### config.mk
export PLATFORM = sky130hd
export DESIGN_NAME = utf8_validating_decoder
export DESIGN_NICKNAME = d
export VERILOG_FILES = /design/src/rtl/u8d_pkg.sv /design/src/rtl/u8d_front.sv /design/src/rtl/u8d_back.sv /design/src/rtl/utf8_validating_decoder.sv
export SDC_FILE = /design/constraint.sdc
export NUM_CORES = 1
export LEC_CHECK = 0
export BUFFER_PORTS_ARGS = -buffer_cell sky130_fd_sc_hd__buf_4
export CAP_MARGIN = 5
export CORE_MARGIN = 3
export CORE_UTILIZATION = 25
export CTS_CLUSTER_DIAMETER = 30
export DETAILED_ROUTE_END_ITERATION = 7
export PLACE_DENSITY = 0.43
export SYNTH_ARGS = -nofsm -noshare
export SYNTH_HDL_FRONTEND = slang
export SYNTH_SLANG_ARGS = --single-unit
### constraint.sdc
create_clock -name clk -period 10.6 [get_ports clk]
set_clock_uncertainty 0.1 [all_clocks]
set_input_delay 2.12 -clock clk [delete_from_list [all_inputs] [get_ports clk]]
set_output_delay 2.12 -clock clk [all_outputs]
set_load 0.01 [all_outputs]
### src/rtl/u8d_pkg.sv
// Shared types, constants and the sequence classifier for the UTF-8 decoder.
`timescale 1ns / 1ps
`default_nettype none

package u8d_pkg;

    // Scalar value limits
    localparam logic [20:0] MAX_SCALAR = 21'h10FFFF;
    localparam logic [20:0] SURR_LO    = 21'h00D800;
    localparam logic [20:0] SURR_HI    = 21'h00DFFF;
    localparam logic [20:0] MIN_TWO    = 21'h000080;
    localparam logic [20:0] MIN_THREE  = 21'h000800;
    localparam logic [20:0] MIN_FOUR   = 21'h010000;

    // Output beat layout
    localparam int TDATA_W = 56;
    localparam int TUSER_W = 2;
    localparam int TOTAL_W = 16;

    // Result kinds carried on tuser
    typedef enum logic [1:0] {
        KIND_POINT  = 2'd0,
        KIND_SKIP   = 2'd1,
        KIND_TOTALS = 2'd2
    } kind_t;

    // What the head of the byte buffer resolves to
    typedef enum logic [1:0] {
        ACT_EMPTY,
        ACT_WAIT,
        ACT_POINT,
        ACT_SKIP
    } act_t;

    typedef struct packed {
        act_t        act;
        logic [2:0]  len;    // bytes consumed by this action
        logic [20:0] value;  // code point, or the lead byte on a skip
    } eval_t;

    // Classified byte handed from front to back
    typedef struct packed {
        logic       eot;     // zero byte: end of text
        logic [7:0] data;
    } tok_t;

    // Resolve the head of a buffer of up to four bytes (byte 0 in the low bits)
    function automatic eval_t u8d_eval(input logic [31:0] bytes, input logic [2:0] cnt);
        logic [7:0]  c;
        logic [7:0]  b1;
        logic [7:0]  b2;
        logic [7:0]  b3;
        logic [2:0]  n;
        logic [20:0] v;
        logic [20:0] minv;
        logic        lead;
        logic        bad;
        eval_t       e;
        c    = bytes[7:0];
        b1   = bytes[15:8];
        b2   = bytes[23:16];
        b3   = bytes[31:24];
        n    = 3'd1;
        v    = {13'd0, c};
        minv = MIN_TWO;
        lead = 1'b1;
        if (c[7:5] == 3'b110)
        begin
            n    = 3'd2;
            v    = {10'd0, c[4:0], b1[5:0]};
            minv = MIN_TWO;
        end
        else if (c[7:4] == 4'b1110)
        begin
            n    = 3'd3;
            v    = {5'd0, c[3:0], b1[5:0], b2[5:0]};
            minv = MIN_THREE;
        end
        else if (c[7:3] == 5'b11110)
        begin
            n    = 3'd4;
            v    = {c[2:0], b1[5:0], b2[5:0], b3[5:0]};
            minv = MIN_FOUR;
        end
        else
        begin
            lead = 1'b0;
        end
        // Continuations are checked only as far as they have arrived
        bad = (cnt > 3'd1 && b1[7:6] != 2'b10)
            || (n > 3'd2 && cnt > 3'd2 && b2[7:6] != 2'b10)
            || (n > 3'd3 && cnt > 3'd3 && b3[7:6] != 2'b10);
        e.act   = ACT_SKIP;
        e.len   = 3'd1;
        e.value = {13'd0, c};
        if (cnt == 3'd0)
        begin
            e.act = ACT_EMPTY;
        end
        else if (!c[7])
        begin
            e.act = ACT_POINT;
        end
        else if (lead)
        begin
            if (!bad && cnt < n)
            begin
                e.act = ACT_WAIT;
            end
            else if (!bad && !(v < minv || v > MAX_SCALAR || (v >= SURR_LO && v <= SURR_HI)))
            begin
                e.act   = ACT_POINT;
                e.len   = n;
                e.value = v;
            end
        end
        return e;
    endfunction

endpackage

`default_nettype wire

### src/rtl/u8d_front.sv
// Front end: accept text bytes, tag end of text, and queue them for the back end.
`timescale 1ns / 1ps
`default_nettype none

module u8d_front
    import u8d_pkg::*;
(
    input  wire logic       clk,
    input  wire logic       rst_n,
    input  wire logic       s_axis_tvalid,
    output      logic       s_axis_tready,
    input  wire logic [7:0] s_axis_tdata,
    output      logic       tok_valid,
    input  wire logic       tok_ready,
    output      tok_t       tok
);

    localparam int DEPTH = 2;

    tok_t       q_reg [DEPTH];
    logic       wr_ptr_reg, wr_ptr_next;
    logic       rd_ptr_reg, rd_ptr_next;
    logic [1:0] count_reg, count_next;
    logic       push;
    logic       pop;
    tok_t       in_tok;

    // Classify the incoming beat
    always_comb
    begin
        in_tok.eot  = (s_axis_tdata == 8'd0);
        in_tok.data = s_axis_tdata;
    end

    assign s_axis_tready = (count_reg != 2'(DEPTH));
    assign tok_valid     = (count_reg != 2'd0);
    assign tok           = q_reg[rd_ptr_reg];
    assign push          = s_axis_tvalid && s_axis_tready;
    assign pop           = tok_valid && tok_ready;

    // Advance queue pointers
    always_comb
    begin
        wr_ptr_next = push ? ~wr_ptr_reg : wr_ptr_reg;
        rd_ptr_next = pop ? ~rd_ptr_reg : rd_ptr_reg;
        count_next  = count_reg;
        if (push && !pop)
        begin
            count_next = count_reg + 2'd1;
        end
        else if (pop && !push)
        begin
            count_next = count_reg - 2'd1;
        end
    end

    always_ff @(posedge clk or negedge rst_n)
    begin
        if (!rst_n)
        begin
            wr_ptr_reg <= 1'b0;
            rd_ptr_reg <= 1'b0;
            count_reg  <= 2'd0;
        end
        else
        begin
            wr_ptr_reg <= wr_ptr_next;
            rd_ptr_reg <= rd_ptr_next;
            count_reg  <= count_next;
        end
    end

    // Store the beat
    always_ff @(posedge clk)
    begin
        if (push)
        begin
            q_reg[wr_ptr_reg] <= in_tok;
        end
    end

endmodule

`default_nettype wire

### src/rtl/u8d_back.sv
// Back end: sequence buffer, validation, counters and the registered result beat.
`timescale 1ns / 1ps
`default_nettype none

module u8d_back
    import u8d_pkg::*;
#(
    parameter int COUNT_WIDTH = 16
)
(
    input  wire logic                 clk,
    input  wire logic                 rst_n,
    input  wire logic                 tok_valid,
    output      logic                 tok_ready,
    input  wire tok_t                 tok,
    input  wire logic                 cfg_wr_en,
    input  wire logic [15:0]          cfg_wr_data,
    output      logic                 m_axis_tvalid,
    input  wire logic                 m_axis_tready,
    output      logic [TDATA_W-1:0]   m_axis_tdata,
    output      logic [TUSER_W-1:0]   m_axis_tuser,
    output      logic                 m_axis_tlast
);

    localparam int EXT_W = (COUNT_WIDTH > TOTAL_W) ? COUNT_WIDTH : TOTAL_W;
    localparam logic [COUNT_WIDTH-1:0] COUNT_MAX = {COUNT_WIDTH{1'b1}};
    localparam logic [EXT_W-1:0] SHOW_MAX = EXT_W'({TOTAL_W{1'b1}});

    logic [31:0]            buf_reg, buf_next;
    logic [2:0]             cnt_reg, cnt_next;
    logic                   settled_reg, settled_next;
    logic                   eot_reg, eot_next;
    logic [COUNT_WIDTH-1:0] points_reg, points_next;
    logic [COUNT_WIDTH-1:0] skips_reg, skips_next;
    logic [15:0]            limit_reg;

    logic                   out_valid_reg;
    kind_t                  out_kind_reg;
    logic [20:0]            out_cp_reg;
    logic                   out_lim_reg;
    logic [15:0]            out_pt_reg;
    logic [15:0]            out_st_reg;
    logic                   out_last_reg;

    logic                   load;
    kind_t                  res_kind;
    logic [20:0]            res_cp;
    logic                   res_lim;
    logic [15:0]            res_pt;
    logic [15:0]            res_st;
    logic                   res_last;

    logic                   pop;
    logic                   out_free;
    logic [31:0]            work_buf;
    logic [2:0]             work_cnt;
    logic [2:0]             drop_n;
    logic [31:0]            drop_buf;
    logic [2:0]             drop_cnt;
    eval_t                  e_now;
    eval_t                  e_after;
    logic                   now_emits;
    logic                   after_emits;
    logic [COUNT_WIDTH-1:0] points_inc;
    logic [COUNT_WIDTH-1:0] skips_inc;

    function automatic logic [15:0] show(input logic [COUNT_WIDTH-1:0] v);
        logic [EXT_W-1:0] ext;
        ext = EXT_W'(v);
        return (ext > SHOW_MAX) ? {TOTAL_W{1'b1}} : ext[15:0];
    endfunction

    function automatic logic [31:0] append(input logic [31:0] b, input logic [2:0] cnt,
                                           input logic [7:0] d);
        logic [31:0] r;
        r = b;
        case (cnt)
            3'd0:    r[7:0]   = d;
            3'd1:    r[15:8]  = d;
            3'd2:    r[23:16] = d;
            default: r[31:24] = d;
        endcase
        return r;
    endfunction

    // Take a byte only when the buffer is waiting on more input
    assign tok_ready = settled_reg && !eot_reg;
    assign pop       = tok_valid && tok_ready;
    assign out_free  = !out_valid_reg || m_axis_tready;

    // Form the working buffer and resolve its head, then the head after the drop
    always_comb
    begin
        work_buf = buf_reg;
        work_cnt = cnt_reg;
        if (pop && !tok.eot)
        begin
            work_buf = append(buf_reg, cnt_reg, tok.data);
            work_cnt = cnt_reg + 3'd1;
        end
        e_now       = u8d_eval(work_buf, work_cnt);
        now_emits   = (e_now.act == ACT_POINT) || (e_now.act == ACT_SKIP);
        drop_n      = eot_reg ? 3'd1 : e_now.len;
        drop_buf    = work_buf >> {drop_n, 3'b000};
        drop_cnt    = work_cnt - drop_n;
        e_after     = u8d_eval(drop_buf, drop_cnt);
        after_emits = (e_after.act == ACT_POINT) || (e_after.act == ACT_SKIP);
        points_inc  = (points_reg == COUNT_MAX) ? points_reg : points_reg + 1'b1;
        skips_inc   = (skips_reg == COUNT_MAX) ? skips_reg : skips_reg + 1'b1;
    end

    // Next state of buffer and counters
    always_comb
    begin
        buf_next     = buf_reg;
        cnt_next     = cnt_reg;
        settled_next = settled_reg;
        eot_next     = eot_reg;
        points_next  = points_reg;
        skips_next   = skips_reg;
        if (eot_reg)
        begin
            settled_next = 1'b1;
            if (out_free)
            begin
                if (cnt_reg != 3'd0)
                begin
                    buf_next   = drop_buf;
                    cnt_next   = drop_cnt;
                    skips_next = skips_inc;
                end
                else
                begin
                    eot_next    = 1'b0;
                    points_next = '0;
                    skips_next  = '0;
                end
            end
        end
        else
        begin
            if (pop && tok.eot)
            begin
                eot_next = 1'b1;
            end
            buf_next     = work_buf;
            cnt_next     = work_cnt;
            settled_next = !now_emits;
            if (now_emits && out_free)
            begin
                buf_next     = drop_buf;
                cnt_next     = drop_cnt;
                settled_next = !after_emits;
                if (e_now.act == ACT_POINT)
                begin
                    points_next = points_inc;
                end
                else
                begin
                    skips_next = skips_inc;
                end
            end
        end
    end

    // Build the result beat
    always_comb
    begin
        load     = 1'b0;
        res_kind = KIND_SKIP;
        res_cp   = {13'd0, buf_reg[7:0]};
        res_lim  = 1'b0;
        res_pt   = show(points_reg);
        res_st   = show(skips_inc);
        res_last = 1'b0;
        if (eot_reg)
        begin
            load = out_free;
            if (cnt_reg == 3'd0)
            begin
                res_kind = KIND_TOTALS;
                res_cp   = '0;
                res_st   = show(skips_reg);
                res_last = 1'b1;
            end
        end
        else if (now_emits)
        begin
            load     = out_free;
            res_cp   = e_now.value;
            res_last = !after_emits;
            if (e_now.act == ACT_POINT)
            begin
                res_kind = KIND_POINT;
                res_lim  = (EXT_W'(points_reg) < EXT_W'(limit_reg));
                res_pt   = show(points_inc);
                res_st   = show(skips_reg);
            end
        end
    end

    always_ff @(posedge clk or negedge rst_n)
    begin
        if (!rst_n)
        begin
            buf_reg       <= '0;
            cnt_reg       <= 3'd0;
            settled_reg   <= 1'b1;
            eot_reg       <= 1'b0;
            points_reg    <= '0;
            skips_reg     <= '0;
            limit_reg     <= 16'd512;
            out_valid_reg <= 1'b0;
        end
        else
        begin
            buf_reg     <= buf_next;
            cnt_reg     <= cnt_next;
            settled_reg <= settled_next;
            eot_reg     <= eot_next;
            points_reg  <= points_next;
            skips_reg   <= skips_next;
            if (cfg_wr_en)
            begin
                limit_reg <= cfg_wr_data;
            end
            if (load)
            begin
                out_valid_reg <= 1'b1;
            end
            else if (m_axis_tready)
            begin
                out_valid_reg <= 1'b0;
            end
        end
    end

    // Hold result payload
    always_ff @(posedge clk)
    begin
        if (load)
        begin
            out_kind_reg <= res_kind;
            out_cp_reg   <= res_cp;
            out_lim_reg  <= res_lim;
            out_pt_reg   <= res_pt;
            out_st_reg   <= res_st;
            out_last_reg <= res_last;
        end
    end

    assign m_axis_tvalid = out_valid_reg;
    assign m_axis_tdata  = {2'b00, out_st_reg, out_pt_reg, out_lim_reg, out_cp_reg};
    assign m_axis_tuser  = out_kind_reg;
    assign m_axis_tlast  = out_last_reg;

    // A buffer waiting on input never holds a complete four-byte sequence
    assert property (@(posedge clk) disable iff (!rst_n)
        (settled_reg && !eot_reg) |-> (cnt_reg <= 3'd3))
        else $error("settled buffer holds too many bytes");

    // Totals clear the counters and the buffer
    assert property (@(posedge clk) disable iff (!rst_n)
        (load && res_kind == KIND_TOTALS) |=>
            (points_reg == '0 && skips_reg == '0 && cnt_reg == 3'd0 && !eot_reg))
        else $error("counters not cleared after totals");

    // A totals beat always closes its run
    assert property (@(posedge clk) disable iff (!rst_n)
        (out_valid_reg && out_kind_reg == KIND_TOTALS) |-> out_last_reg)
        else $error("totals beat without last");

    // No byte is taken while the end of text is being flushed
    assert property (@(posedge clk) disable iff (!rst_n)
        eot_reg |-> !(tok_valid && tok_ready))
        else $error("byte taken during flush");

endmodule

`default_nettype wire

### src/rtl/utf8_validating_decoder.sv
// Top level of the streaming UTF-8 validating decoder.
// One text byte enters per beat and results leave as beats carrying a kind on tuser
// (decoded code point, skipped malformed byte, end-of-text totals) with tlast on the
// final result caused by each input byte. A byte that yields at most one result, or
// extends a pending sequence, leaves input flowing, so clean text runs at one byte per
// clock while the result side is ready; a byte that exposes an error yields one result
// per cycle while the result side is ready. A zero byte is registered as end of text,
// then each pending byte is flushed as a skip, then the totals beat is sent. The single
// result stage of the back end holds each result; a two-beat queue ahead of it keeps
// input flowing while a result waits. store_limit resets to 512 and is written through
// cfg_wr_en / cfg_wr_data; the user must write it only while the block is idle, as the
// block itself does not enforce it.
`timescale 1ns / 1ps
`default_nettype none

module utf8_validating_decoder
    import u8d_pkg::*;
#(
    parameter int COUNT_WIDTH = 16
)
(
    input  wire logic               clk,
    input  wire logic               rst_n,
    input  wire logic               s_axis_tvalid,
    output      logic               s_axis_tready,
    input  wire logic [7:0]         s_axis_tdata,   // text_byte
    output      logic               m_axis_tvalid,
    input  wire logic               m_axis_tready,
    output      logic [TDATA_W-1:0] m_axis_tdata,   // code_point, within_limit,
                                                    // point_total, skip_total, zero pad
    output      logic [TUSER_W-1:0] m_axis_tuser,   // kind
    output      logic               m_axis_tlast,
    input  wire logic               cfg_wr_en,
    input  wire logic [15:0]        cfg_wr_data     // store_limit
);

    logic tok_valid;
    logic tok_ready;
    tok_t tok;

    // Accept and classify bytes
    u8d_front u_front (
        .clk           (clk),
        .rst_n         (rst_n),
        .s_axis_tvalid (s_axis_tvalid),
        .s_axis_tready (s_axis_tready),
        .s_axis_tdata  (s_axis_tdata),
        .tok_valid     (tok_valid),
        .tok_ready     (tok_ready),
        .tok           (tok)
    );

    // Decode, validate and count
    u8d_back #(
        .COUNT_WIDTH (COUNT_WIDTH)
    ) u_back (
        .clk           (clk),
        .rst_n         (rst_n),
        .tok_valid     (tok_valid),
        .tok_ready     (tok_ready),
        .tok           (tok),
        .cfg_wr_en     (cfg_wr_en),
        .cfg_wr_data   (cfg_wr_data),
        .m_axis_tvalid (m_axis_tvalid),
        .m_axis_tready (m_axis_tready),
        .m_axis_tdata  (m_axis_tdata),
        .m_axis_tuser  (m_axis_tuser),
        .m_axis_tlast  (m_axis_tlast)
    );

endmodule

`default_nettype wire

Word level (Yosys, flattened, before mapping)
Memories as Yosys holds them, arrays and structs flattened. Cells that the tools add are included.

Logic and storage cells: 240. ROM bits: 0. Output and inout bits: 61. Latch bits: 0. Bits in writable memories: 18. Bits in registers: 147. Memories kept: 1.

Mux-type cells: 100. Magnitude comparators: 25. Equal/unequal tests: 25. Shifts and indexed selects: 1. Reduce and logical (&&, ||, !) cells: 61. Divide/modulo/power cells: 0. Multipliers: 0. Add/sub/neg operators: 6. Bitwise gates (word level): 4.

Memory list: u_front.q_reg (words 2, bits a word 9, rd ports 1, clocked after memory_dff 0, write ports 1, RTL line u8d_front.sv:20) `tok_t q_reg [DEPTH];`.

Operators by type and width (count): two-way mux 16 bit (23); two-way mux 21 bit (12); two-way mux 32 bit (5); two-way mux 24 bit (4); > comparator 16 bit, second input constant (4); two-way mux 26 bit (2); two-way mux 25 bit (2); >= comparator 21 x 16 -> 1 bit, second input constant (2); > comparator 21 bit, second input constant (2); <= comparator 21 x 16 -> 1 bit, second input constant (2); < comparator 21 bit (2); two-way mux 8 bit (5); two-way mux 3 bit (12); two-way mux 17 bit (2); adder 16 x 1 -> 16 bit, second input constant (2); equality test 16 bit, second input constant (2); right shift 32 x 6 -> 32 bit (1); > comparator 3 x 2 -> 1 bit, second input constant (8); logical AND 1 bit (24); two-way mux 1 bit (22); two-way mux 2 bit (11); inequality test 2 bit, second input constant (10); < comparator 16 bit (1); zero test 1 bit (11); other kinds (23) (51).

Longest topological paths before layout
Depth after elaboration: 44. Mapped depth: 25. Mapped depth without buffers: 23.

Cells and area by module
A second synthesis with hierarchy kept.

Cells, all modules: 1090. Area, all modules: 10033.4 um^2.

Modules (own cells, without submodules): u8d_back (times used 1, cells each 1041, area an instance 9173.8 um^2); u8d_front (times used 1, cells each 49, area an instance 859.6 um^2).

Least setup slack after synthesis
OpenSTA, ideal clock, no wires.

Path kind: reg-to-reg. From: register u_back.cnt_reg[0]. To: register u_back.skips_reg[4]. Data arrival time: 6.910 ns. Stages on the path, launching flop included: 17. Data required time: 10.417 ns. Path slack: 3.507 ns. Path through: dfrtp_1 > inv_1 > ha_1 > nor2b_1 > nand4_2 > mux2i_1 > clkbuf_1 > ha_1 > nor2_1 > a32oi_1 > o31ai_1 > a21oi_1 > nand2_1 > nor2_1 > clkbuf_1 > nand3_1 > o21ai_0.

Cells in the longest elaborated chain, start to end: 24.

Ends and longest elaborated chain: start, declared (RTL line u8d_back.sv:30) `logic [2:0] cnt_reg, cnt_next;`; start signal, assigned (RTL line u8d_back.sv:218) `cnt_reg <= cnt_next;`; branches (longest 24 deep; another with < comparator 21 bit); end signal, assigned (RTL line u8d_back.sv:222) `skips_reg <= skips_next;`; end, declared (RTL line u8d_back.sv:34) `logic [COUNT_WIDTH-1:0] skips_reg, skips_next;`.

Parallel ways; which one is timed is not known. The select of a mux whose other input is x is not followed. A chain may end at the register's enable or synchronous reset.

Worst setup path after layout
From: register u_front.rd_ptr_reg. To: register u_back.out_last_reg, in the netlist u_back.m_axis_tlast, data pin.

Cells in the longest elaborated chain, start to end: 43.

Ends and longest elaborated chain: start, declared (RTL line u8d_front.sv:22) `logic rd_ptr_reg, rd_ptr_next;`; start signal, assigned (RTL line u8d_front.sv:68) `rd_ptr_reg <= rd_ptr_next;`; memory read (2 x 9 bit) *; branches (longest 40 deep; another with < comparator 21 bit); two-way mux 1 bit * (RTL line u8d_back.sv:187) `else if (now_emits)`; two-way mux 1 bit * (RTL line u8d_back.sv:176) `if (eot_reg)`; via u_back.res_last (RTL line u8d_back.sv:51) `logic res_last;`; end signal, assigned (RTL line u8d_back.sv:248) `out_last_reg <= res_last;`; end, declared (RTL line u8d_back.sv:43) `logic out_last_reg;`.

Mark *: on every way through the listed nets, which the timed path passes.

==> impl_results.md <==
- Status: complete, no violations
- H-tree Lvls: 4
- Total Routing Usage GR: 14.94%
- Worst setup EP type: register
- Synth area leaders: edfxtp_1 (23%), dfrtp_1 (22%), nand2_1 (4.7%), mux2i_1 (4.6%), o21ai_0 (4.5%)
- Critical path type: register to register
- Avg Cell Area, Syn: roughly 9.5 sq um
- Pwr dens: 288.9 mW/mm^2
- Setup TNS: 0 ps
- Critical path fanouts, max: 22
- GRT Residual Overflow: 0
- Port Buffers: 87
- Seq/Total Area, Yosys: between 40% and 50%
- Max transition margin: 28.07%
- Die area: 0.04225 sq mm
- Largest net degree at the start of global routing: 60
- Final Max Tran Viols: 0
- Initial antenna violation count: 0
- WP data arrival: 7380 ps
- Non-filler instance count after layout: 1641
- Static leakage: 4.804 nW
- Number of fill cells in the layout: 4095
- Flops & latches, synth: 165
- Die Ht: a little over 200 microns
- FF-to-FF path depth: 20
- Max-cap violation count: 0
- Worst Hold Launch: u_back.buf_reg[26]
- # diodes: 0
- Final period util: about two thirds
- Hold WS: 379.2 ps
- Core ar.: 0.03901 sq mm
- DRC: 0
- Most frequent cells in the layout: nand2_1 (124), buf_4 (104), nor2_1 (93)
- DR pass1 iterations: 5
- Fin crit period: between 7000 and 8000 ps
- WL/cell: approximately 19 microns
- First-pass GRT wire length: 48.68 mm
- Ratio of cells with drive above 1 in the final layout: between 10% and 20%
- Post-synth top area share: 22.62%
- GRT busiest layer: met2
- Final Hold Viols: 0
- Main synth FF type: dfrtp_1
- Met3 Usage GRT: roughly 2.5%
- Actual slew at the worst max-slew pin: between 1000 and 1500 ps
- Fraction of registers with async set/reset: 54.55%
- Vias: 8170
- Synthesized area: 0.009955 sq mm
- Leading cell type in the layout, fill and taps excluded: nand2_1
- Required time of the worst setup path: 10770 ps
- Die Wd: 205.5 microns
- Routed wire length: around 31 mm
- CTS Buffer Depth: 2
- Max reg flops: 32
- Clk pin slew, worst setup/hold paths: roughly 70 ps
- Ys Warns: 0
- Clk_lat worst skew: 450 ps
- R2R Setup Slk: 3390 ps
- Min-Delay Path Class: register to register
- Fmax: 138.7 MHz
- RSZ-0062 raised after global routing: false
- Hold Path Sink: u_back.buf_reg[26]
- # nets final: ~1200
- Vias per std cell: 4.979
- Clock root buffer: clkbuf_16
- R2R Path End: u_back.m_axis_tlast
- DR iter-0 viols: 587
- Initial Util: 25.52%
- CTS tree: built
- Dpl cells: 1609
- Reg2reg start: u_front.rd_ptr_reg
- CP Launch Type: register
- Gate Count Post-Synth: 1048
- Met2 GRT Util: 24.08%
- Row cnt: 72
- Final setup fails: 0
- Multi-input gate area: between 0.005 and 0.006 sq mm
- GRT met1 Usage: 20.65%
- RePlAce Congestion: 0.9234
- Post-synth EDFFs: 75
- Antenna-violating nets left: 0
- Yosys top cell by area: edfxtp_1
- WHS Path Cells: 2
- Count of cell types in the netlist: 83
- Post-CTS sizing: 0
- Worst VDD drop: 0.1097 mV
- Hold Buf Count CTS: 0
- Post-CTS setup buffer count: 0
- Storage element area: 0.004507 sq mm
- DP HPWL: 22.58 mm
- Total CTS buffers: 17
- Vias in the first global route: 8111
- I/O pins: 90
- # clock sinks: around 170
- Area grow syn2layout: 18.02%
==> worst max-delay path by stage <==
stage	from	end	slack [ps]	cells after the start
2_1_floorplan	u_back.cnt_reg[0]	u_back.skips_reg[4]	3510	16
3_3_place_gp	u_front.rd_ptr_reg	u_back.m_axis_tlast	3700	19
3_5_place_dp	u_front.rd_ptr_reg	u_back.m_axis_tlast	3510	19
4_1_cts	u_front.rd_ptr_reg	u_back.m_axis_tlast	3480	19
5_1_grt	u_front.rd_ptr_reg	u_back.m_axis_tlast	2990	20
6_report	u_front.rd_ptr_reg	u_back.m_axis_tlast	3390	20
==> critical path, cell delays in order, from the launching register on <==
cell and delay (ps):
dfrtp_1 810, mux2i_2 530, nand4_2 410, mux2i_1 270, buf_4 270, inv_2 150, ha_1 200, a21bo_2 180
o311ai_1 140, nor4b_2 480, o2111ai_2 640, ha_1 460, fa_1 380, xnor2_1 200, xor2_1 320, inv_1 120
ha_1 330, a21o_1 200, a2111oi_2 360, a32oi_1 190, o31ai_1 260
==> layout make-up <==
type	instances	share of cell area [%]
clock buffers	18	3.653
multi-input cells	782	43.08
well taps	518	5.516
clock inverters	14	1.470
repair buffers	104	6.645
flip-flops and latches	165	38.36
inverters	40	1.278
==> kinds of logic after synthesis <==
kind of cell | count (synthesis) | synth area share [%]
AND/OR/NAND/NOR | 356 | 17.09
other | 1 | 0.03767
multiplexers | 70 | 7.504
adder cells (fa/ha/maj) | 31 | 3.972
AO/OA/AOI/OAI | 291 | 18.98
buffers and inverters | 102 | 4.324
XOR/XNOR | 32 | 2.815
flip-flops | 165 | 45.27
==> power by group <==
| group | total, mW | leakage (nW) | switching (mW) | internal [mW] |
|---|---|---|---|---|
| clock network | 0.654 | 0.292 | 0.280 | 0.373 |
| logic | 1.68 | 2.61 | 1.08 | 0.604 |
| registers | 1.06 | 1.90 | 0.158 | 0.903 |
| total | 3.39 | 4.80 | 1.51 | 1.88 |
==> stage by stage <==
step           worst slack, ps  util [%]  total power [mW]  area [sq um]
2_1_floorplan             3507         -             2.154          9958
3_3_place_gp              3702     28.58             2.767         11150
3_5_place_dp              3509     28.58             2.758         11150
4_1_cts                   3483     30.12             3.428         11750
5_1_grt                   2990     30.12             3.633         11750
6_report                  3390     30.12             3.394         11750
==> routing by layer <==
layer,vias to the layer above,wire (microns)
met3,33,1333
met2,206,14400
li1,3956,-
met4,0,588
met5,-,0
met1,3975,14960
==> Yosys cell counts (7+ instances only) <==
master      n
nand2_1   124
nor2_1     93
o21ai_0    90
dfrtp_1    88
edfxtp_1   75
a21oi_1    57
mux2i_1    46
clkbuf_1   43
inv_1      36
ha_1       30
nand3_1    27
mux2_2     19
nor3_1     19
a31oi_1    18
xnor2_1    18
and3_1     16
o221ai_1   16
xor2_1     14
o21a_1     13
a21o_1     12
nand2b_1   12
buf_2      11
and2_1     10
nand4_1    10
o22ai_1    10
nor2b_1     9
a22oi_1     7
o31ai_1     7
or2_2       7
No activity file was read; power rests on OpenSTA's default activity.
